`src/rtl/core/cusr_pkg.sv`:
```
`timescale 1ns / 1ps
package cusr_pkg;

    localparam int MAX_PAYLOAD = 480;
    localparam int HDR_LEN     = 9;
    localparam int PKT_LIMIT   = HDR_LEN + MAX_PAYLOAD;
    localparam int BANK_DEPTH  = 2 * MAX_PAYLOAD;
    localparam int ADDR_W      = $clog2(BANK_DEPTH);
    localparam int CNT_W       = $clog2(PKT_LIMIT + 2);
    localparam int LEN_W       = 9;
    localparam int Q_DEPTH     = 4;
    localparam int Q_PTR_W     = $clog2(Q_DEPTH);

    localparam logic [31:0] MODEL_SIZE_RST = 32'd2177224;
    localparam logic [31:0] TIMEOUT_RST    = 32'd900000;

    localparam logic [1:0] REQ_BYTE   = 2'd0;
    localparam logic [1:0] REQ_TICK   = 2'd1;
    localparam logic [1:0] REQ_VERIFY = 2'd2;

    localparam logic [7:0] OP_BEGIN  = 8'd1;
    localparam logic [7:0] OP_CHUNK  = 8'd2;
    localparam logic [7:0] OP_END    = 8'd3;
    localparam logic [7:0] OP_CANCEL = 8'd5;
    localparam logic [7:0] OP_RESUME = 8'd6;

    localparam logic [2:0] ACT_NONE   = 3'd0;
    localparam logic [2:0] ACT_START  = 3'd1;
    localparam logic [2:0] ACT_COMMIT = 3'd2;
    localparam logic [2:0] ACT_ABORT  = 3'd3;
    localparam logic [2:0] ACT_FINISH = 3'd4;

    localparam logic [2:0] ST_AVAIL  = 3'd0;
    localparam logic [2:0] ST_RECV   = 3'd1;
    localparam logic [2:0] ST_VERIFY = 3'd2;
    localparam logic [2:0] ST_INST   = 3'd3;
    localparam logic [2:0] ST_FAILED = 3'd4;

    localparam logic [3:0] ERR_OK      = 4'd0;
    localparam logic [3:0] ERR_IO      = 4'd4;
    localparam logic [3:0] ERR_OFFSET  = 4'd5;
    localparam logic [3:0] ERR_CANCEL  = 4'd7;
    localparam logic [3:0] ERR_TIMEOUT = 4'd8;
    localparam logic [3:0] ERR_BADPKT  = 4'd9;

    localparam logic CFG_MODEL_SIZE = 1'b0;
    localparam logic CFG_TIMEOUT    = 1'b1;

    typedef enum logic [4:0] {
        PH_AVAIL  = 5'b00001,
        PH_RECV   = 5'b00010,
        PH_VERIFY = 5'b00100,
        PH_INST   = 5'b01000,
        PH_FAILED = 5'b10000
    } phase_t;

    typedef struct packed {
        logic [1:0]  req_type;
        logic [7:0]  data_byte;
        logic        end_of_packet;
        logic [31:0] connection_id;
        logic [31:0] now_time;
        logic [3:0]  backend_status;
        logic        write_ok;
    } in_item_t;

    typedef struct packed {
        logic [2:0]  action;
        logic [2:0]  upload_state;
        logic [3:0]  error_code;
        logic [31:0] session_id;
        logic [31:0] write_offset;
        logic        chunk_bank;
        logic [8:0]  chunk_length;
    } out_item_t;

    // One classified event handed from the front to the back.
    typedef struct packed {
        logic [1:0]       kind;
        logic [CNT_W-1:0] n;
        logic [7:0]       op;
        logic [31:0]      id;
        logic [31:0]      at;
        logic [31:0]      conn;
        logic [31:0]      now;
        logic [3:0]       status;
        logic             wok;
        logic             same;
    } event_t;

    typedef struct packed {
        logic [31:0] model_size;
        logic [31:0] timeout_ticks;
    } cfg_t;

    function automatic logic [3:0] clamp_status(input logic [3:0] s);
        return (s > 4'd9) ? ERR_IO : s;
    endfunction

    function automatic logic [2:0] phase_code(input phase_t p);
        logic [2:0] c;
        c = ST_AVAIL;
        unique case (p)
            PH_AVAIL:  c = ST_AVAIL;
            PH_RECV:   c = ST_RECV;
            PH_VERIFY: c = ST_VERIFY;
            PH_INST:   c = ST_INST;
            PH_FAILED: c = ST_FAILED;
            default:   c = ST_AVAIL;
        endcase
        return c;
    endfunction

endpackage

```
`src/rtl/core/cusr_queue.sv`:
```
`timescale 1ns / 1ps
module cusr_queue (
    input  logic             aclk,
    input  logic             aresetn,
    input  logic             push,
    input  cusr_pkg::event_t push_ev,
    output logic             full,
    input  logic             pop,
    output logic             nonempty,
    output cusr_pkg::event_t head
);
    import cusr_pkg::*;

    event_t             mem_reg [Q_DEPTH];
    logic [Q_PTR_W-1:0] wp_reg, wp_next, rp_reg, rp_next;
    logic [Q_PTR_W:0]   cnt_reg, cnt_next;

    assign full     = (cnt_reg == Q_DEPTH[Q_PTR_W:0]);
    assign nonempty = (cnt_reg != '0);
    assign head     = mem_reg[rp_reg];

    always_comb begin
        wp_next  = push ? wp_reg + 1'b1 : wp_reg;
        rp_next  = pop ? rp_reg + 1'b1 : rp_reg;
        cnt_next = cnt_reg + {{Q_PTR_W{1'b0}}, push} - {{Q_PTR_W{1'b0}}, pop};
    end

    always_ff @(posedge aclk) begin
        if (!aresetn) begin
            wp_reg  <= '0;
            rp_reg  <= '0;
            cnt_reg <= '0;
        end else begin
            wp_reg  <= wp_next;
            rp_reg  <= rp_next;
            cnt_reg <= cnt_next;
        end
    end

    always_ff @(posedge aclk) begin
        if (push) begin
            mem_reg[wp_reg] <= push_ev;
        end
    end
endmodule

```
`config.mk`:
```
export PLATFORM = sky130hd
export DESIGN_NAME = cusr_queue
export DESIGN_NICKNAME = d
export VERILOG_FILES = /design/src/rtl/core/cusr_pkg.sv /design/src/rtl/core/cusr_queue.sv
export SDC_FILE = /design/constraint.sdc
export NUM_CORES = 1
export LEC_CHECK = 0
export BUFFER_PORTS_ARGS = -buffer_cell sky130_fd_sc_hd__buf_4
export CAP_MARGIN = 20
export CORE_MARGIN = 3
export CORE_UTILIZATION = 45
export DETAILED_ROUTE_END_ITERATION = 8
export PLACE_DENSITY = 0.76
export SLEW_MARGIN = 25
export SYNTH_ARGS = -nofsm -noshare
export SYNTH_HDL_FRONTEND = slang
export SYNTH_SLANG_ARGS = --single-unit
```
`constraint.sdc`:
```
create_clock -name aclk -period 6.43 [get_ports aclk]
set_clock_uncertainty 0.05 [all_clocks]
set_input_delay 0.3215 -clock aclk [delete_from_list [all_inputs] [get_ports aclk]]
set_output_delay 0.3215 -clock aclk [all_outputs]
set_load 0.05 [all_outputs]
```
==> results.sh <==
export IMPL_yosysUniqueCellTypes=20
export IMPL_min_period_ns=3.22
export IMPL_drive_gt1_share_pct=40.9
export IMPL_avgSynthCellArea_um2=26.7
export IMPL_cts_buffer_depth=3
export IMPL_synth_edf_count=612
export IMPL_async_flop_share_pct=0
export IMPL_cts_sinks=621
export IMPL_fmax_mhz=311
export IMPL_drc=0
export IMPL_tns_ns=0
export IMPL_path_class="reg2out"
export IMPL_fin_util_pct=59.4
export IMPL_maxCapViolCount=0
export IMPL_clk_latency_ns=0.60
export IMPL_synth_area_leaders="edfxtp_1, mux4_2, dfxtp_1"
export IMPL_seqPwrFrac_pct=48.5
export IMPL_outcome="finished clean"
export IMPL_synth_top_area_share_pct=81.7
export IMPL_cts_tree="done"
export IMPL_ys_ff_latch=621
export IMPL_report_final_hold_viol_count=0
export IMPL_start_kind="flop"
export IMPL_cts_setup_buffers=0
export IMPL_cp_slowest_cell="dfxtp_4"
export IMPL_antenna_found_initial=4
export IMPL_place_gp_congestion=0.700
export IMPL_cts_resized_gates=0
export IMPL_setup_violations=0
export IMPL_cp_end_kind="primary output"
export IMPL_nFillCells=3344
export IMPL_ys_top_cells_by_count="edfxtp_1, mux4_2, buf_2, buf_6, dfxtp_1"
export IMPL_largest_reg_flops=612
export IMPL_slew_viol_final=0
export IMPL_ctsHoldBuffers=156
export IMPL_critPathRequiredTime_ns=6.06
export IMPL_finalWorstSetupSlack_ns=3.21
export IMPL_slowest_delay_ns=0.81
export IMPL_core_area_um2=49200
export IMPL_rsz0062_at_grt="false"
export IMPL_die_h_um=230
export IMPL_combinationalPowerShare_pct=15.2
export IMPL_reg2regPathDepth=4
export IMPL_drt_pass1_iter_count=5
export IMPL_period_share_pct=50.1
export IMPL_track_usage_pct=17.8
export IMPL_hp_start="push_ev[150]"
export IMPL_seq_area_frac_synth_pct=82.5
export IMPL_hp_class="in2reg"
export IMPL_power_density_nw_per_um2=333
export IMPL_netlist_area_um2=22500
export IMPL_p_int_w=0.00727
export IMPL_power_leakage_nw=9.88
export IMPL_path_max_fanout=106
export IMPL_drt_iter0_drc=786
export IMPL_worstReg2RegStart="wp_reg[0]"
export IMPL_rows=81
export IMPL_syn_to_final_growth_pct=29.8
export IMPL_overflow=0
export IMPL_p_sw_share_pct=25.2
export IMPL_synth_top_area_cell="edfxtp_1"
export IMPL_power_w=0.00973
export IMPL_viasPerCell=5.22
export IMPL_die_w_um=230
export IMPL_grt_pass1_vias=11900
export IMPL_synthFlopType="edfxtp_1"
export IMPL_clk_pin_slew_ns=0.06
export IMPL_fin_area_um2=29200
export IMPL_cp_cell_sequence="buf_12, mux4_2, buf_4"
export IMPL_initial_utilization_pct=45.7
export IMPL_tightest_slew_ns=0.982
export IMPL_ant_nets=0
export IMPL_wl_per_cell_um=22.4
export IMPL_place_area_um2=25600
export IMPL_hpwlAfterDp_um=24800
export IMPL_synth_most_common_cell="edfxtp_1"
export IMPL_syn_inst=842
export IMPL_maxSlewHeadroom_pct=34.6
export IMPL_postSynthNetCount=1006
export IMPL_root_buffer="clkbuf_16"
export IMPL_yosys_warnings=0
export IMPL_drt_total_wl_um=46300
export IMPL_vias=10800
export IMPL_vdd_ir_drop_worst_mv=0.255
export IMPL_io_pins=312
export IMPL_p_switching_w=0.00245
export IMPL_die_area_um2=52700
export IMPL_fin_nets=1510
export IMPL_numCtsBuffers=61
export IMPL_power_frac_clock_pct=36.3
export IMPL_dp_slack_ns=3.77
export IMPL_portBuffers=311
export IMPL_critical_path_arrival_ns=2.85
export IMPL_htree_num_levels=2
export IMPL_grt_max_degree=108
export IMPL_whs_path_depth=2
export IMPL_grt_pass1_wl_um=71800
==> layout by cell type (no fill, tap or decap) <==
| master | n |
|---|---|
| a21bo_2 | 1 |
| a21oi_1 | 1 |
| and2_1 | 2 |
| and2_4 | 4 |
| and3_1 | 1 |
| buf_12 | 6 |
| buf_16 | 1 |
| buf_4 | 312 |
| bufinv_16 | 7 |
| clkbuf_1 | 7 |
| clkbuf_16 | 63 |
| clkinv_1 | 14 |
| clkinv_2 | 12 |
| clkinv_4 | 3 |
| clkinvlp_4 | 4 |
| dfxtp_1 | 7 |
| dfxtp_4 | 2 |
| diode_2 | 3 |
| dlygate4sd3_1 | 156 |
| edfxtp_1 | 612 |
| fa_1 | 1 |
| ha_1 | 6 |
| inv_1 | 7 |
| inv_6 | 3 |
| inv_8 | 1 |
| mux2i_1 | 1 |
| mux4_2 | 153 |
| nand3b_1 | 1 |
| nor2_1 | 5 |
| or3_1 | 1 |
| xnor2_1 | 2 |
| xor3_1 | 1 |
==> power by group through the flow <==
stage	logic [W]	clock network, W	registers (W)
after floorplan	0.000956	0	0.00479
after global placement	0.00139	0	0.00479
after detailed placement	0.00140	0	0.00480
after CTS	0.00149	0.00361	0.00472
after global routing	0.00155	0.00380	0.00473
final	0.00148	0.00353	0.00472
==> per-layer routing <==
metal	GRT usage, %	vias to the layer above	share of wire [%]
li1	-	4662	-
met1	23.8	5615	39
met2	28.8	407	50
met3	4.89	94	7.6
met4	5.69	2	2.9
met5	0	-	0.024
==> final timing paths <==
| check | endpoint | slack (ns) |
|---|---|---|
| worst max-delay path | head[75] | 3.21 |
| worst min-delay path | mem_reg[3][150] | 0.41 |
| worst max register to register | mem_reg[2][1] | 3.96 |
| worst min register to register | wp_reg[1] | 0.51 |
==> cell type report <==
type / instances / area [um^2] / area share, %
Sequential cell: 621 / 18600 / 63.6
Timing Repair Buffer: 475 / 4050 / 13.9
Multi-Input combinational cell: 180 / 3690 / 12.7
Clock buffer: 70 / 1600 / 5.49
Tap cell: 664 / 831 / 2.85
Clock inverter: 44 / 417 / 1.43
Inverter: 7 / 26.3 / 0.0900
Antenna cell: 3 / 7.51 / 0.0257
==> kinds of logic after synthesis <==
group / after synthesis / synth area share (%)
flops: 621 / 82.5
mux: 154 / 15.4
buf+inv: 41 / 1.08
simple gates: 14 / 0.340
fa+ha+maj: 7 / 0.423
xor+xnor: 3 / 0.184
compound gates: 2 / 0.0668
==> through the flow <==
step	instances	hold slack, ns
6_report	2064	0.412
5_1_grt	2062	0.378
4_1_cts	2061	0.359
3_5_place_dp	1791	0.473
3_3_place_gp	1790	0.470
2_1_floorplan	842	0.370
==> critical path: cells and delay by family (launching register included) <==
kind / cells / cell delay (ns)
flip-flops: 1 / 0.81
buffers and inverters: 2 / 0.64
multiplexers: 1 / 0.44
Note: power is estimated with default switching activity, not from simulation.
