`config.mk`:
```
export PLATFORM = sky130hd
export DESIGN_NAME = cusr_back
export DESIGN_NICKNAME = d
export VERILOG_FILES = /design/src/rtl/core/cusr_pkg.sv /design/src/rtl/core/cusr_back.sv
export SDC_FILE = /design/constraint.sdc
export NUM_CORES = 1
export LEC_CHECK = 0
export BUFFER_PORTS_ARGS = -buffer_cell sky130_fd_sc_hd__clkbuf_2
export CORE_ASPECT_RATIO = 1.2
export CORE_MARGIN = 8
export CORE_UTILIZATION = 60
export CTS_BUF_LIST = sky130_fd_sc_hd__clkbuf_16
export CTS_CLUSTER_SIZE = 14
export DETAILED_ROUTE_END_ITERATION = 12
export PLACE_DENSITY = 0.86
export SLEW_MARGIN = 20
export SYNTH_ARGS = -nofsm -noshare
export SYNTH_HDL_FRONTEND = slang
export SYNTH_SLANG_ARGS = --single-unit
```
`constraint.sdc`:
```
create_clock -name aclk -period 13.6 [get_ports aclk]
set_input_delay 1.36 -clock aclk [delete_from_list [all_inputs] [get_ports aclk]]
set_output_delay 1.36 -clock aclk [all_outputs]
set_load 0.02 [all_outputs]
```
`src/rtl/core/cusr_pkg.sv`:
```
`timescale 1ns / 1ps
package cusr_pkg;

    localparam int MAX_PAYLOAD = 480;
    localparam int HDR_LEN     = 9;
    localparam int PKT_LIMIT   = HDR_LEN + MAX_PAYLOAD;
    localparam int BANK_DEPTH  = 2 * MAX_PAYLOAD;
    localparam int ADDR_W      = $clog2(BANK_DEPTH);
    localparam int CNT_W       = $clog2(PKT_LIMIT + 2);
    localparam int LEN_W       = 9;
    localparam int Q_DEPTH     = 4;
    localparam int Q_PTR_W     = $clog2(Q_DEPTH);

    localparam logic [31:0] MODEL_SIZE_RST = 32'd2177224;
    localparam logic [31:0] TIMEOUT_RST    = 32'd900000;

    localparam logic [1:0] REQ_BYTE   = 2'd0;
    localparam logic [1:0] REQ_TICK   = 2'd1;
    localparam logic [1:0] REQ_VERIFY = 2'd2;

    localparam logic [7:0] OP_BEGIN  = 8'd1;
    localparam logic [7:0] OP_CHUNK  = 8'd2;
    localparam logic [7:0] OP_END    = 8'd3;
    localparam logic [7:0] OP_CANCEL = 8'd5;
    localparam logic [7:0] OP_RESUME = 8'd6;

    localparam logic [2:0] ACT_NONE   = 3'd0;
    localparam logic [2:0] ACT_START  = 3'd1;
    localparam logic [2:0] ACT_COMMIT = 3'd2;
    localparam logic [2:0] ACT_ABORT  = 3'd3;
    localparam logic [2:0] ACT_FINISH = 3'd4;

    localparam logic [2:0] ST_AVAIL  = 3'd0;
    localparam logic [2:0] ST_RECV   = 3'd1;
    localparam logic [2:0] ST_VERIFY = 3'd2;
    localparam logic [2:0] ST_INST   = 3'd3;
    localparam logic [2:0] ST_FAILED = 3'd4;

    localparam logic [3:0] ERR_OK      = 4'd0;
    localparam logic [3:0] ERR_IO      = 4'd4;
    localparam logic [3:0] ERR_OFFSET  = 4'd5;
    localparam logic [3:0] ERR_CANCEL  = 4'd7;
    localparam logic [3:0] ERR_TIMEOUT = 4'd8;
    localparam logic [3:0] ERR_BADPKT  = 4'd9;

    localparam logic CFG_MODEL_SIZE = 1'b0;
    localparam logic CFG_TIMEOUT    = 1'b1;

    typedef enum logic [4:0] {
        PH_AVAIL  = 5'b00001,
        PH_RECV   = 5'b00010,
        PH_VERIFY = 5'b00100,
        PH_INST   = 5'b01000,
        PH_FAILED = 5'b10000
    } phase_t;

    typedef struct packed {
        logic [1:0]  req_type;
        logic [7:0]  data_byte;
        logic        end_of_packet;
        logic [31:0] connection_id;
        logic [31:0] now_time;
        logic [3:0]  backend_status;
        logic        write_ok;
    } in_item_t;

    typedef struct packed {
        logic [2:0]  action;
        logic [2:0]  upload_state;
        logic [3:0]  error_code;
        logic [31:0] session_id;
        logic [31:0] write_offset;
        logic        chunk_bank;
        logic [8:0]  chunk_length;
    } out_item_t;

    // One classified event handed from the front to the back.
    typedef struct packed {
        logic [1:0]       kind;
        logic [CNT_W-1:0] n;
        logic [7:0]       op;
        logic [31:0]      id;
        logic [31:0]      at;
        logic [31:0]      conn;
        logic [31:0]      now;
        logic [3:0]       status;
        logic             wok;
        logic             same;
    } event_t;

    typedef struct packed {
        logic [31:0] model_size;
        logic [31:0] timeout_ticks;
    } cfg_t;

    function automatic logic [3:0] clamp_status(input logic [3:0] s);
        return (s > 4'd9) ? ERR_IO : s;
    endfunction

    function automatic logic [2:0] phase_code(input phase_t p);
        logic [2:0] c;
        c = ST_AVAIL;
        unique case (p)
            PH_AVAIL:  c = ST_AVAIL;
            PH_RECV:   c = ST_RECV;
            PH_VERIFY: c = ST_VERIFY;
            PH_INST:   c = ST_INST;
            PH_FAILED: c = ST_FAILED;
            default:   c = ST_AVAIL;
        endcase
        return c;
    endfunction

endpackage

```
`src/rtl/core/cusr_back.sv`:
```
`timescale 1ns / 1ps
module cusr_back (
    input  logic                aclk,
    input  logic                aresetn,
    input  cusr_pkg::cfg_t      cfg,
    input  logic                q_nonempty,
    input  cusr_pkg::event_t    ev,
    output logic                pop,
    output logic                pkt_done,
    output logic                prev_bank,
    output logic                m_valid,
    input  logic                m_ready,
    output cusr_pkg::out_item_t m_data
);
    import cusr_pkg::*;

    phase_t      ph_reg, ph_next;
    logic [3:0]  err_reg, err_next;
    logic [31:0] sess_reg, sess_next, acc_reg, acc_next, own_reg, own_next;
    logic [31:0] la_reg, la_next, pco_reg, pco_next;
    logic [LEN_W-1:0] pcl_reg, pcl_next;
    logic        pb_reg, pb_next;
    logic        mv_reg, mv_next;
    out_item_t   out_reg, out_next;

    logic [2:0]       act;
    logic             obank;
    logic [LEN_W-1:0] olen, size;
    logic             busy, short_n;

    assign pop       = q_nonempty && (!mv_reg || m_ready);
    assign pkt_done  = pop && ev.kind == REQ_BYTE;
    assign prev_bank = pb_reg;
    assign m_valid   = mv_reg;
    assign m_data    = out_reg;
    assign busy      = (ph_reg == PH_RECV) || (ph_reg == PH_VERIFY);
    assign short_n   = (ev.n == CNT_W'(5));
    assign size      = LEN_W'(ev.n - CNT_W'(HDR_LEN));

    always_comb begin
        ph_next = ph_reg; err_next = err_reg; sess_next = sess_reg; acc_next = acc_reg;
        own_next = own_reg; la_next = la_reg; pco_next = pco_reg; pcl_next = pcl_reg;
        pb_next = pb_reg;
        act = ACT_NONE; obank = 1'b0; olen = '0;
        if (ev.kind == REQ_TICK) begin
            if (busy && (ev.now - la_reg) > cfg.timeout_ticks) begin
                ph_next = PH_FAILED; err_next = ERR_TIMEOUT; pcl_next = '0; act = ACT_ABORT;
            end
        end else if (ev.kind == REQ_VERIFY) begin
            if (ph_reg == PH_VERIFY) begin
                if (ev.status != ERR_OK) begin
                    ph_next = PH_FAILED; err_next = ev.status; pcl_next = '0; act = ACT_ABORT;
                end else begin
                    ph_next = PH_INST; err_next = ERR_OK; act = ACT_FINISH;
                end
            end
        end else begin
            priority if (ev.n < CNT_W'(5) || ev.n > CNT_W'(PKT_LIMIT) || ev.id == '0) begin
                act = ACT_NONE;
            end else if (ev.op == OP_BEGIN && short_n && !busy) begin
                sess_next = ev.id; acc_next = '0; err_next = ev.status; pcl_next = '0;
                act = ACT_START;
                if (ev.status != ERR_OK) begin
                    ph_next = PH_FAILED;
                end else begin
                    ph_next = PH_RECV; own_next = ev.conn; la_next = ev.now;
                end
            end else if (ev.id != sess_reg) begin
                act = ACT_NONE;
            end else if (ev.op == OP_RESUME && short_n && busy) begin
                own_next = ev.conn; la_next = ev.now;
            end else if (!busy || own_reg != ev.conn) begin
                act = ACT_NONE;
            end else if (ev.op == OP_CANCEL && short_n) begin
                ph_next = PH_FAILED; err_next = ERR_CANCEL; pcl_next = '0; act = ACT_ABORT;
            end else if (ev.op == OP_BEGIN && short_n) begin
                la_next = ev.now;
            end else if (ev.op == OP_CHUNK && ph_reg == PH_RECV
                         && ev.n > CNT_W'(HDR_LEN)) begin
                // An exact repeat of the last committed chunk is dropped quietly.
                if (pcl_reg == size && ev.at == pco_reg && ev.same) begin
                    la_next = ev.now;
                end else if (ev.at != acc_reg || acc_reg > cfg.model_size
                             || {23'd0, size} > cfg.model_size - acc_reg) begin
                    ph_next = PH_FAILED; err_next = ERR_OFFSET; pcl_next = '0;
                    act = ACT_ABORT;
                end else if (!ev.wok) begin
                    ph_next = PH_FAILED; err_next = ERR_IO; pcl_next = '0; act = ACT_ABORT;
                end else begin
                    pb_next = !pb_reg; pco_next = ev.at; pcl_next = size;
                    acc_next = acc_reg + {23'd0, size}; la_next = ev.now;
                    act = ACT_COMMIT; obank = !pb_reg; olen = size;
                end
            end else if (ev.op == OP_END && short_n && ph_reg == PH_RECV
                         && acc_reg == cfg.model_size) begin
                ph_next = PH_VERIFY; la_next = ev.now;
            end else begin
                ph_next = PH_FAILED; err_next = ERR_BADPKT; pcl_next = '0; act = ACT_ABORT;
            end
        end
        out_next.action       = act;
        out_next.upload_state = phase_code(ph_next);
        out_next.error_code   = err_next;
        out_next.session_id   = sess_next;
        out_next.write_offset = acc_next;
        out_next.chunk_bank   = obank;
        out_next.chunk_length = olen;
        mv_next = pop ? 1'b1 : (m_ready ? 1'b0 : mv_reg);
    end

    always_ff @(posedge aclk) begin
        if (!aresetn) begin
            ph_reg <= PH_AVAIL; err_reg <= ERR_OK; sess_reg <= '0; acc_reg <= '0;
            own_reg <= '0; la_reg <= '0; pco_reg <= '0; pcl_reg <= '0; pb_reg <= 1'b0;
            mv_reg <= 1'b0;
        end else begin
            mv_reg <= mv_next;
            if (pop) begin
                ph_reg <= ph_next; err_reg <= err_next; sess_reg <= sess_next;
                acc_reg <= acc_next; own_reg <= own_next; la_reg <= la_next;
                pco_reg <= pco_next; pcl_reg <= pcl_next; pb_reg <= pb_next;
            end
        end
    end

    always_ff @(posedge aclk) begin
        if (pop) begin
            out_reg <= out_next;
        end
    end
endmodule

```
==> results of run 1 <==
## layout make-up
cell class,count,area (µm²),area share (%)
Sequential cell,264,6130,29.1
Tap cell,396,495,2.35
Inverter,138,523,2.48
Clock inverter,24,275,1.31
Antenna cell,5,12.5,0.0594
Multi-Input combinational cell,1724,11200,53.3
Clock buffer,30,751,3.56
Timing Repair Buffer,323,1650,7.85
## per-layer routing
metal | GRT usage (%) | routed length [µm] | up-vias
li1 | - | - | 8399
met4 | 15.4 | 3110 | 6
met5 | 0 | 36 | -
met1 | 36.2 | 22400 | 8219
met3 | 7.62 | 5570 | 204
met2 | 51.3 | 26900 | 896
## power by group
part           internal, W  switching [W]
logic             0.000122       0.000202
clock network     0.000500       0.000352
registers         0.000826     0.00000485
## synthesized netlist by cell type, types with 74 or more instances
cell type | instances | share of area (%)
ha_1 | 120 | 8.2
xnor2_1 | 173 | 8.3
nand2_1 | 275 | 5.7
nand4_1 | 74 | 2.5
clkbuf_1 | 75 | 1.5
inv_1 | 137 | 2.8
dfxtp_1 | 180 | 20
o21ai_0 | 103 | 2.8
a21oi_1 | 151 | 4.2
nor2_1 | 230 | 4.7
mux2i_1 | 102 | 5.6
edfxtp_1 | 84 | 14
## metrics by stage
step	cells	total power, W	util [%]
finish	2904	0.00201	69.7
global route	2901	0.00207	69.7
CTS	2899	0.00201	69.7
detailed placement	2845	0.00116	66.3
global placement	2845	0.00116	66.3
floorplan	2213	0.00105	-
## worst max-delay path: cells and delay by family
kind            cells  cell delay, ns
fa+ha+maj           3            0.84
compound gates     12            2.75
simple gates       12            2.64
buf+inv             3            0.20
## worst min-delay path by stage
stage | start | endpoint | slack, ns | depth (start not counted)
3_5_place_dp | sess_reg[12] | sess_reg[12] | 0.48 | 2
5_1_grt | sess_reg[25] | sess_reg[25] | 0.51 | 2
2_1_floorplan | ph_reg[0] | ph_reg[0] | 0.46 | 2
4_1_cts | sess_reg[12] | sess_reg[12] | 0.48 | 2
6_report | sess_reg[10] | sess_reg[10] | 0.49 | 2
3_3_place_gp | sess_reg[11] | sess_reg[11] | 0.47 | 2
## cell families (layout without fill, tap and decap cells)
family | Yosys count | after routing | share of synthesized area (%)
compound gates | 445 | 445 | 15.2
xor+xnor | 209 | 209 | 10.1
fa+ha+maj | 123 | 123 | 8.58
buf+inv | 225 | 515 | 4.76
flops | 264 | 264 | 33.7
mux | 103 | 103 | 5.67
other cells | 0 | 5 | 0
simple gates | 844 | 844 | 22.1
==> qor.csv, run 1 <==
metric,value,unit
core_area,30200,µm²
critPathSlowestCell,nor3_2,
cts_root_buf,clkbuf_16,
path_class,input port to register,
path_max_fanout,10,
num-fill-cells,2417,
drc_errors,0,
seq_area_frac_synth,33.7,%
reg2reg_to,pcl_reg[4],
drt_first_pass_iters,6,
cts_buffers,29,
clock_sinks,264,
fin_area,21100,µm²
die_x,175,µm
area_growth,15.8,%
globalplace.congestion,0.973,
synth_cells,2213,
r2r_cells,28,
fin_crit,7.27,ns
drv_slew,0,
p_leak,8.77,nW
maxCapViolations,0,
cp-end-kind,register,
timing.final.ws_setup,6.33,ns
worst_slew_pin_slew,1.05,ns
drt_iter0_drc,1813,
holdBufCountCts,0,
layout_commonest_cell,clkbuf_2,
worstPathRequired,14.10,ns
drive_gt1_share,16.3,%
grt_pass1_wl,89.9,mm
synth-seq-cells,264,
slowest_delay,0.50,ns
hp-class,register to register,
clk_latency,0.59,ns
ys.flop_type,dfxtp_1,
yosysUniqueCellTypes,81,
grt_max_degree,87,
cts-resized-gates,0,
status,completed,
post-dp-hpwl,44.7,mm
rows,70,
holdWs,0.487,ns
htreeDepth,1,
ant_nets,0,
synth-edff-count,84,
rrSetupSlack,6.91,ns
syn_area,18200,µm²
synth_async_sr_flop_share,0,%
synthesis.nets,2557,
avgSynthCellArea,8.22,µm²
clk_path_buf_depth,3,
slew_headroom,30.0,%
drt-total-wl,58.1,mm
grt_usage,30.6,%
gr-total-overflow,0,
cts_tree,done,
place_ws,5.80,ns
rsz0062_at_grt,false,
wl_per_cell,20.0,µm
hold_viol,0,
via_count,17724,
grt_pass1_vias,17348,
worstPathArrival,7.77,ns
endpoint,pcl_reg[4],
crit_start,ev[6],
finalSetupViolations,0,
port_buffers,308,
fin_crit_sh,53.5,%
antenna_found_initial,7,
cp_common_cell,nor2_1,
fin_skew,0.0139,ns
pin_count,309,
pwr_density_cell,95.3,nW/µm²
post_cts_buffers,0,
fin_setup_tns,0,ns
peakVddDrop,104,µV
max_clock_freq,138,MHz
cts.clk_slew.worst_paths,0.06,ns
detail_route.vias_per_cell,6.10,
crit_path_start_kind,input port,
yosys_warnings,0,
final_cell_mix,"308 x clkbuf_2, 275 x nand2_1, 228 x nor2_1",
r2r-start,la_reg[0],
start_util,60.2,%
die_h,207,µm
largest_reg_flops,84,
fin_nets,2824,
dieArea,36200,µm²
placed_area,20000,µm²
Power figures use the tool's default switching activity.
==> run 2, diff against run 1 <==
CORE_UTILIZATION = 58   (was 60)
PLACE_DENSITY = 0.84   (was 0.86)
clock period = 6.9 ns   (was 13.6 ns; I/O delays follow)
==> run 2 against run 1 <==
Compared with the run above: global-route usage fell by 0.64 points; register-to-register slack got worse by 6.4 ns; utilization fell by 2.0 points; first-iteration DRC count rose by 3.5%; final area barely moved; count of clock-buffer cells in the layout fell by 2; die area rose by 3.2%; sequential cell count did not move; largest cell class unchanged.
==> qor.csv, run 2 (same netlist as run 1, synthesis figures left out) <==
metric,value,unit,change
critPathSlowestCell,or4_1,,
die_h,210,µm,+1.6%
drt_iter0_drc,1877,,+3.5%
fin_setup_tns,0,ns,unchanged
grt_pass1_wl,91.0,mm,+1.1%
fin_crit_sh,92.7,%,
worstPathArrival,6.72,ns,-1.05 ns
fin_skew,0.0128,ns,-0.00113 ns
antenna_found_initial,8,,+1
cts_buffers,28,,-3.4%
slowest_delay,0.42,ns,-0.08 ns
holdBufCountCts,0,,unchanged
gr-total-overflow,0,,unchanged
drv_slew,0,,unchanged
path_max_fanout,5,,-5
fin_crit,6.39,ns,
worstPathRequired,7.23,ns,-6.87 ns
drt-total-wl,58.5,mm,+0.79%
p_total,0.00380,W,+89%
regArea,6130,µm²,unchanged
rows,71,,+1.4%
via_count,17731,,+0.039%
worst_slew_pin_slew,1.09,ns,+0.0462 ns
path_class,register to register,,
num-fill-cells,2557,,+5.8%
pin_count,309,,unchanged
post-dp-hpwl,45.1,mm,+0.81%
final_cell_mix,"308 x clkbuf_2, 275 x nand2_1, 228 x nor2_1",,
timing.final.ws_setup,0.505,ns,-5.82 ns
grt_pass1_vias,17393,,+0.26%
start_util,58.5,%,-1.7 points
drt_first_pass_iters,6,,unchanged
globalplace.congestion,0.958,,-1.6%
cp-end-kind,register,,
status,completed,,
clk_path_buf_depth,3,,unchanged
finalSetupViolations,0,,unchanged
detail_route.vias_per_cell,6.08,,-0.44%
crit_path_start_kind,register,,
port_buffers,308,,unchanged
multi_input_area,11200,µm²,about the same
p_leak,8.79,nW,+0.22%
cts_tree,done,,
rsz0062_at_grt,false,,
max_clock_freq,156,MHz,
largest_reg_flops,84,,unchanged
area_growth,15.8,%,about the same
maxCapViolations,0,,unchanged
clock_sinks,264,,unchanged
htreeDepth,1,,unchanged
clk_latency,0.58,ns,about the same
core_area,31100,µm²,+2.9%
ant_nets,0,,unchanged
cts.clk_slew.worst_paths,0.06,ns,about the same
die_x,178,µm,+1.6%
finalNonFillerCells,2918,,+0.48%
layout_commonest_cell,clkbuf_2,,
hold_viol,0,,unchanged
fin_nets,2833,,+0.32%
peakVddDrop,199,µV,+91%
cp_common_cell,a21oi_1,,
dp.cells,2860,,+0.53%
slew_headroom,27.1,%,-2.9 points
hp-class,input port to register,,
cts_root_buf,clkbuf_16,,
drive_gt1_share,16.5,%,+0.23 points
grt_usage,30.0,%,-0.64 points
pwr_density_cell,181,nW/µm²,+89%
drc_errors,0,,unchanged
dieArea,37300,µm²,+3.2%
grt_max_degree,97,,+11%
final_util,67.8,%,-2.0 points
place_ws,0.0554,ns,-5.75 ns
wl_per_cell,20.1,µm,+0.30%
## run 2: changes by cell type in the layout (fill, tap and decap cells not counted), sizes merged
cell	before	now
clkbuf	338	336
diode	5	6
inv	146	142
bufinv	5	3
buf	15	25
clkinv	9	13
clkinvlp	2	4
## run 2: critical path: cells and delay by family (launching register included)
family          cells  cell delay [ns]
flops               1             0.33
buf+inv             3             0.41
compound gates     14             2.96
simple gates        8             1.54
mux                 1             0.07
fa+ha+maj           3             0.86
## run 2: cell type report
type	instances	area share (%)
diodes	6	0.0713
clock buffers	28	3.33
clock inverters	24	1.02
inverters	138	2.48
multi-input cells	1724	53.3
flip-flops and latches	264	29.1
well taps	401	2.38
repair buffers	333	8.32
## run 2: worst paths after layout
kind	startpoint	endpoint	slack, ns	cells past startpoint
setup reg to reg	la_reg[0]	m_data[79]	0.51	29
setup / recovery	la_reg[0]	m_data[79]	0.51	29
hold / removal	q_nonempty	m_valid	0.35	3
hold reg to reg	sess_reg[15]	sess_reg[15]	0.48	2
## run 2: timing repair
| item | in CTS | in global routing |
|---|---|---|
| resized for setup | 0 | 2 |
| buffers inserted | 0 | 0 |
| setup endpoints to repair | 0 | 13 |
## run 2: metal layers
layer | share of wire (%) | GRT usage, %
met1 | 38 | 36.5
met2 | 47 | 50.0
met3 | 9.5 | 6.12
met4 | 4.6 | 14.3
met5 | 0.067 | 0
## run 2: stage by stage
stage | hold WS (ns) | area (µm²)
detailed placement | 0.474 | 20100
finish | 0.350 | 21100
global route | 0.352 | 21100
global placement | 0.468 | 20100
CTS | 0.335 | 21100
floorplan | 0.459 | 18200
## run 2: power by group
group	switching (W)	internal (W)	total [W]
registers	0.00000912	0.00163	0.00164
clock network	0.000667	0.000855	0.00152
logic	0.000398	0.000248	0.000646
total	0.00107	0.00273	0.00380
